`src/rtl/core/bslrg_pkg.sv`:
```
package bslrg_pkg;

    localparam logic [31:0] LFSR_TAPS = 32'h8C54_0001;
    localparam logic [31:0] LFSR_INIT = 32'h0246_8ACD;

    // One input beat as the core sees it.
    typedef struct packed {
        logic       active;
        logic       read_req;
        logic       seed_req;
        logic [7:0] data_byte;
    } item_t;

    // Fibonacci step: shift right, new MSB is the parity of the tapped bits.
    function automatic logic [31:0] lfsr_next(input logic [31:0] g);
        lfsr_next = {^(g & LFSR_TAPS), g[31:1]};
    endfunction

endpackage

```
`src/rtl/core/byte_serial_lfsr_random_generator.sv`:
```
// Byte-serial pseudo-random generator on a 32-bit Fibonacci LFSR.
// Input channel (s_*): one beat per clock while s_ready is high, carrying
// active, read_req, seed_req and data_byte. Every accepted input beat yields
// exactly one result beat on the m_* channel carrying m_out_byte.
// Idle beat (active, no transfer running, no request): step the LFSR,
// latch it as the held result, return zero.
// seed_req starts a four-beat seed load, low byte first; the fourth beat
// loads the LFSR. read_req returns the held result over four beats, low
// byte first. seed_req wins when both are raised. active low restores the
// initial LFSR value and clears both byte counters.
// A result is registered and appears in the cycle after its input beat is accepted.
// Throughput: one beat per cycle unless stalled; all work for a beat is a single update of
// the state registers feeding one output register.
// Stall: while a result waits on m_ready low, s_ready drops; s_ready follows
// m_ready combinationally once the output register is full.
// Reset (aresetn low, synchronous): LFSR to its initial value, seed and
// held result to zero, counters cleared, output register empty.
module byte_serial_lfsr_random_generator (
    input  logic       aclk,
    input  logic       aresetn,
    input  logic       s_valid,
    output logic       s_ready,
    input  logic       s_active,
    input  logic       s_read_req,
    input  logic       s_seed_req,
    input  logic [7:0] s_data_byte,
    output logic       m_valid,
    input  logic       m_ready,
    output logic [7:0] m_out_byte
);
    import bslrg_pkg::*;

    item_t      item;
    logic       accept;
    logic [7:0] core_byte;
    logic       m_valid_reg, m_valid_next;
    logic [7:0] m_byte_reg;

    // Take a new beat whenever the output register is empty or draining.
    assign s_ready = !m_valid_reg || m_ready;
    assign accept  = s_valid && s_ready;

    assign item.active    = s_active;
    assign item.read_req  = s_read_req;
    assign item.seed_req  = s_seed_req;
    assign item.data_byte = s_data_byte;

    bslrg_core u_core (
        .aclk     (aclk),
        .aresetn  (aresetn),
        .step     (accept),
        .item     (item),
        .out_byte (core_byte)
    );

    always_comb begin
        m_valid_next = m_valid_reg;
        if (accept) begin
            m_valid_next = 1'b1;
        end else if (m_ready) begin
            m_valid_next = 1'b0;
        end
    end

    always_ff @(posedge aclk) begin
        if (!aresetn) begin
            m_valid_reg <= 1'b0;
        end else begin
            m_valid_reg <= m_valid_next;
        end
    end

    // Payload register: hold while stalled, load on accept.
    always_ff @(posedge aclk) begin
        if (accept) begin
            m_byte_reg <= core_byte;
        end
    end

    assign m_valid    = m_valid_reg;
    assign m_out_byte = m_byte_reg;

endmodule

```
`src/rtl/core/bslrg_core.sv`:
```
module bslrg_core (
    input  logic                 aclk,
    input  logic                 aresetn,
    input  logic                 step,
    input  bslrg_pkg::item_t     item,
    output logic [7:0]           out_byte
);
    import bslrg_pkg::*;

    logic [31:0] gen_reg,  gen_next;
    logic [31:0] seed_reg, seed_next;
    logic [31:0] hold_reg, hold_next;
    logic [1:0]  load_cnt_reg, load_cnt_next;
    logic [1:0]  emit_cnt_reg, emit_cnt_next;
    logic [31:0] seed_merged;

    // Drop the incoming byte into its lane of the assembly word.
    always_comb begin
        seed_merged = seed_reg;
        seed_merged[{load_cnt_reg, 3'b000} +: 8] = item.data_byte;
    end

    always_comb begin
        gen_next      = gen_reg;
        seed_next     = seed_reg;
        hold_next     = hold_reg;
        load_cnt_next = load_cnt_reg;
        emit_cnt_next = emit_cnt_reg;
        out_byte      = 8'h00;
        if (!item.active) begin
            load_cnt_next = 2'd0;
            emit_cnt_next = 2'd0;
            gen_next      = LFSR_INIT;
        end else if (emit_cnt_reg != 2'd0) begin
            out_byte      = hold_reg[{emit_cnt_reg, 3'b000} +: 8];
            emit_cnt_next = emit_cnt_reg + 2'd1;
        end else if (load_cnt_reg != 2'd0) begin
            seed_next     = seed_merged;
            load_cnt_next = load_cnt_reg + 2'd1;
            if (load_cnt_reg == 2'd3) begin
                gen_next = seed_merged;
            end
        end else if (item.seed_req) begin
            seed_next     = {24'h000000, item.data_byte};
            load_cnt_next = 2'd1;
        end else if (item.read_req) begin
            out_byte      = hold_reg[7:0];
            emit_cnt_next = 2'd1;
        end else begin
            gen_next  = lfsr_next(gen_reg);
            hold_next = gen_next;
        end
    end

    always_ff @(posedge aclk) begin
        if (!aresetn) begin
            gen_reg      <= LFSR_INIT;
            seed_reg     <= 32'h0;
            hold_reg     <= 32'h0;
            load_cnt_reg <= 2'd0;
            emit_cnt_reg <= 2'd0;
        end else if (step) begin
            gen_reg      <= gen_next;
            seed_reg     <= seed_next;
            hold_reg     <= hold_next;
            load_cnt_reg <= load_cnt_next;
            emit_cnt_reg <= emit_cnt_next;
        end
    end

endmodule

```
`config.mk`:
```
export PLATFORM = sky130hd
export DESIGN_NAME = byte_serial_lfsr_random_generator
export DESIGN_NICKNAME = d
export VERILOG_FILES = /design/src/rtl/core/bslrg_pkg.sv /design/src/rtl/core/byte_serial_lfsr_random_generator.sv /design/src/rtl/core/bslrg_core.sv
export SDC_FILE = /design/constraint.sdc
export NUM_CORES = 1
export LEC_CHECK = 0
export BUFFER_PORTS_ARGS = -buffer_cell sky130_fd_sc_hd__buf_2
export CAP_MARGIN = 20
export CORE_MARGIN = 2
export CORE_UTILIZATION = 56
export CTS_BUF_LIST = sky130_fd_sc_hd__clkbuf_2
export DETAILED_ROUTE_END_ITERATION = 6
export MAX_ROUTING_LAYER = met4
export PLACE_DENSITY = 0.74
export RECOVER_POWER = 50
export SYNTH_ARGS = -nofsm -noshare
export SYNTH_HDL_FRONTEND = slang
export SYNTH_SLANG_ARGS = --single-unit
```
`constraint.sdc`:
```
create_clock -name aclk -period 5 [get_ports aclk]
set_input_delay 0.5 -clock aclk [delete_from_list [all_inputs] [get_ports aclk]]
set_output_delay 0.5 -clock aclk [all_outputs]
set_load 0.005 [all_outputs]
```
## Yosys cells after proc, flatten, opt, wreduce, memory -nomap -nowiden

Index checks and enable logic that the tools add are counted.

- Register bits: 109
- Bits of input ports: 15
- Output and inout port bits: 10
- Logic and storage cells: 63

- $add $sub $neg: 3
- Eq/ne operators: 9
- Shifts and indexed selects: 3
- Multiplexer cells: 24
- Bitwise operators: 4
- Reduce and logical (&&, ||, !) cells: 13

Operator list:

| kind | count |
|---|---|
| two-way mux 32 bit | 8 |
| bitwise mux 32 bit | 1 |
| two-way mux 8 bit | 4 |
| parity 32 bit | 1 |
| variable shift 8 x 7 -> 32 bit (first input constant) | 1 |
| indexed part select 32 x 6 -> 8 bit | 1 |
| indexed part select 8 x 7 -> 32 bit | 1 |
| two-way mux 2 bit | 9 |
| != test 3 x 2 -> 1 bit (second input constant) | 4 |
| AND reduction 4 bit | 2 |
| nonzero test 2 bit | 4 |
| negation 5 -> 7 bit | 1 |
| != test 3 x 1 -> 1 bit (second input constant) | 2 |
| AND reduction 6 bit | 1 |
| AND reduction 5 bit | 1 |
| adder 2 x 1 -> 2 bit (second input constant) | 2 |
| NOT 1 bit | 4 |
| != test 3 bit (second input constant) | 1 |
| AND reduction 3 bit | 1 |
| == test 2 bit (second input constant) | 1 |
| two-way mux 1 bit | 2 |
| != test 2 bit (second input constant) | 1 |
| logical AND 1 bit | 1 |
| logical NOT 1 bit | 1 |
| logical OR 1 bit | 1 |

## Longest topological paths before layout

- Depth in word-level cells: 7
- Gate-level depth with buffers: 9
- Depth with buffers taken out: 6

## Modules after synthesis

Synthesis repeated with hierarchy kept, for this count alone.

- Cell total of the unflattened synthesis: 533
- Area, all modules: 4889.7 um2

Modules (own cells, without submodules):

| module | instances | cells an instance | area an instance (um2) | sequential area each (um2) |
|---|---|---|---|---|
| bslrg_core | 1 | 520 | 4591.9 | 2001.9 |
| byte_serial_lfsr_random_generator | 1 | 13 | 297.8 | 260.2 |

## Worst setup path after synthesis

Ideal clock, no wire load.

- Path kind: register to register
- Start: register u_core.load_cnt_reg[0]
- End: register u_core.gen_reg[10]
- Library setup time: 59 ps
- Arrival: 2033 ps
- Data required time: 4941 ps
- Slack: 2909 ps
- Stages on the path, launching flop included: 8
- Path buffers: 1
- Clock period less this slack: 2091 ps
- Cells stage by stage: dfxtp_1 > inv_1 > ha_1 > or3b_4 > nand3_1 > a21boi_1 > clkbuf_1 > a22o_1

- Longest elaborated chain between the ends: 7
- Elaborated cells on any way between the ends: 14
- Those cells by class: add/sub: 1; eq/ne: 4; shift: 2; mux: 5; reduce/logical: 2

RTL lines:

| element | line | text |
|---|---|---|
| start: declaration | bslrg_core.sv:13 | `logic [1:0] load_cnt_reg, load_cnt_next;` |
| start signal: assignment | bslrg_core.sv:66 | `load_cnt_reg <= load_cnt_next;` |
| negation 5 -> 7 bit | bslrg_core.sv:20 | `seed_merged[{load_cnt_reg, 3'b000} +: 8] = item.data_byte;` |
| indexed part select 8 x 7 -> 32 bit / variable shift 8 x 7 -> 32 bit (equally long branches) | bslrg_core.sv:20 |  |
| bitwise mux 32 bit | bslrg_core.sv:20 |  |
| two-way mux 32 bit | bslrg_core.sv:40 | `if (load_cnt_reg == 2'd3) begin` |
| two-way mux 32 bit | bslrg_core.sv:37 | `end else if (load_cnt_reg != 2'd0) begin` |
| two-way mux 32 bit | bslrg_core.sv:34 | `end else if (emit_cnt_reg != 2'd0) begin` |
| two-way mux 32 bit | bslrg_core.sv:30 | `if (!item.active) begin` |
| end signal: assignment | bslrg_core.sv:63 | `gen_reg <= gen_next;` |
| end: declaration | bslrg_core.sv:10 | `logic [31:0] gen_reg, gen_next;` |

Several ways; a longest one is shown, not always the timed one. The select of a mux whose other input is x is not followed.
A chain may end at the register's enable or synchronous reset.

## Final worst setup path

- Start: register u_core.emit_cnt_reg[0]
- End: register u_core.gen_reg[28]

- Longest elaborated chain between the ends: 3

RTL lines:

| element | line | text |
|---|---|---|
| start: declaration | bslrg_core.sv:14 | `logic [1:0] emit_cnt_reg, emit_cnt_next;` |
| start signal: assignment | bslrg_core.sv:67 | `emit_cnt_reg <= emit_cnt_next;` |
| nonzero test 2 bit | bslrg_core.sv:34 |  |
| != test 2 bit (no source line) | -- |  |
| AND reduction 5 bit (no source line) | -- |  |

No other way between the ends.

==> reports/metrics.yaml <==
rows: 35
htreeDepth: 3
drive_gt1_frac: 0.103
design.die.area_um2: 10200
slew_headroom: 0.293
cp-start-kind: "flip-flop"
cts_setup_buffers: 0
drv_slew: 0
dp.cells: 679
die_h_um: 101
crit_slowest_cell: "clkbuf_1"
synth_seq_cells: 109
critical_path_arrival_ps: 3760
cp_max_fo: 16
cp.depth: 8
clock_skew_ps: 19.8
cts_root_buffer: "clkbuf_2"
die_x_um: 101
critical_path_buf_inv_count: 4
rsz0062_at_grt: "no"
synthFlopType: "dfxtp_1"
core_area_um2: 9150
drtIter0Drc: 237
synth_fp_nets: 604
post_drt_wl_per_cell_um: 18.2
grt_usage: 0.269
drc: 0
pwr_density_cell_nw_per_um2: 275
dr_total_vias: 4299
path_class: "reg -> reg"
tns_ps: 0
async_reset_ff_frac: 0
hold_buffers: 0
post-dp-hpwl_um: 8730
post_cts_resized: 0
drtAntennaViolNets: 0
viasPerCell: 6.19
max_slew.worst_pin.slew_ps: 1060
yosysWarnings: 0
timing.final.crit_share: 0.657
vdd_drop_max_v: 0.000141
synth_cell_types: 48
io_pins: 25
dr.pass1.iters: 4
grt_pass1_vias: 4050
synthToLayoutAreaGrowth_pct: 5.18
syn_area_um2: 5240
grt_pass1_wl_um: 20600
leakagePower_nw: 2.04
clockBufferDepth: 2
diodes: 0
max_freq_mhz: 305
fin_nets: 600
clk_pin_slew_ps: 280
grt_max_degree: 88
cts_tree: "built"
cp_cell_sequence: "inv_1 > ha_1 > inv_1 > a211oi_1 > clkbuf_1 > a21boi_1 > buf_4 > a22o_1"
endpoint_kind: "flip-flop"
yosysSeqAreaShare: 0.431
path_common_cell: "inv_1"
synth_area_per_cell_um2: 8.99
clk_latency_ps: 560
fin_cells: 695
hold_path.class: "in -> reg"
numPortBuffers: 24
synth_edf_count: 8
hold_depth: 3
timing.final.hold_violations: 0
cts_buffers: 9
grt-ovfl-total: 0
finalSetupViolCount: 0
p_total_mw: 1.52
initial_core_util: 0.573
antenna_found_initial: 0
fillers: 820
crit_required_ps: 5480
reg2regPathDepth: 8
drt_wl_total_um: 12700
clock_sinks: 109
outcome: "complete, no violations"
synthCells: 583
finalCriticalPeriod_ps: 3280
critPathTopFamily: "buffers and inverters"
max_stage_delay_ps: 620
gp_congestion: 0.839
max_cap_violations: 0
==> worst paths after layout <==
kind | from | endpoint | slack, ps
worst max-delay path | u_core.emit_cnt_reg[0] | u_core.gen_reg[28] | 1720
worst min-delay path | s_data_byte[6] | u_core.seed_reg[22] | 220
worst max register to register | u_core.emit_cnt_reg[0] | u_core.gen_reg[28] | 1720
worst min register to register | u_core.seed_reg[29] | u_core.seed_reg[29] | 470
==> layout by cell type, fill, tap and decap left out, drive strengths merged, types with 3 or more instances in the layout <==
master	netlist	routed
a22o	15	15
a21oi	30	30
a32o	4	4
clkbuf	41	15
o21a	3	3
o21ai	48	48
nor4b	8	8
edfxtp	8	8
inv	11	12
mux4	8	8
ha	6	6
dfxtp	101	101
buf	5	25
a22oi	8	8
nor2b	26	26
clkinvlp	0	3
o211a	8	8
nor2	4	4
a21boi	69	69
nand2	98	98
mux2i	12	12
nand3	30	30
nand2b	7	7
mux2	5	5
==> tightest hold or removal path, stage by stage <==
cell and delay [ps]:
buf_2 150, nand3_1 80, a21boi_1 50
==> power by group <==
part / internal (mW) / total, mW / switching, mW
Sequential: 0.897 / 0.911 / 0.0137
Clock: 0.167 / 0.461 / 0.293
Combinational: 0.0519 / 0.148 / 0.0959
==> metrics by stage <==
stage	instance area [um2]	hold WS [ps]	util	setup WS (ps)
CTS	5530	179	0.604	2000
global route	5520	159	0.603	1460
floorplan	5240	426	-	2910
finish	5520	222	0.603	1720
detailed placement	5390	447	0.589	2090
global placement	5390	436	0.589	2240
==> logic make-up after synthesis <==
logic type,count (synthesis),share of synthesized area
buffers and inverters,57,0.0434
adder cells (fa/ha/maj),6,0.0143
AND/OR/NAND/NOR,191,0.180
multiplexers,25,0.0680
XOR/XNOR,4,0.0119
flip-flops,109,0.431
AO/OA/AOI/OAI,191,0.251
==> metal layers <==
metal	up-vias	routed length, um	track usage
met5	-	0	-
met4	0	473	0.125
met3	33	496	0.0437
met2	116	6050	0.429
met1	2080	5630	0.336
li1	2070	-	-
==> synthesized netlist by cell type, types with 2 or more instances <==
library cell | number | area [um2]
inv_1 | 9 | 33.8
a22o_1 | 15 | 131
nor2_1 | 4 | 15.0
and2_1 | 2 | 12.5
o21a_1 | 3 | 22.5
nand3_1 | 30 | 150
clkbuf_1 | 41 | 154
or4_1 | 2 | 15.0
a32o_1 | 4 | 40.0
o21ai_1 | 29 | 145
nor4b_1 | 8 | 70.1
buf_2 | 2 | 10.0
nor2b_1 | 26 | 163
a21o_1 | 2 | 15.0
xnor2_1 | 2 | 17.5
mux2i_1 | 12 | 120
mux4_2 | 8 | 180
mux2_2 | 5 | 56.3
nand2_1 | 98 | 368
xnor3_1 | 2 | 45.0
a21boi_1 | 58 | 435
a21oi_1 | 30 | 150
edfxtp_1 | 8 | 240
o211a_1 | 8 | 80.1
dfxtp_1 | 101 | 2020
a21boi_0 | 11 | 82.6
inv_2 | 2 | 7.51
or3_1 | 2 | 12.5
ha_1 | 6 | 75.1
nand4_1 | 2 | 12.5
a22oi_1 | 8 | 60.1
nand2b_1 | 7 | 43.8
and3b_1 | 2 | 17.5
o21ai_0 | 19 | 95.1
and3_1 | 2 | 12.5
==> final cells by class <==
class	instances	area, um2	area share
tap	111	139	0.0252
inverter	11	41.3	0.00749
multi-input combinational	417	2770	0.502
timing repair buffer	31	163	0.0295
clock buffer	9	45.0	0.00817
sequential	109	2260	0.410
clock inverter	7	98.8	0.0179
(Power assumes the default switching activity.)
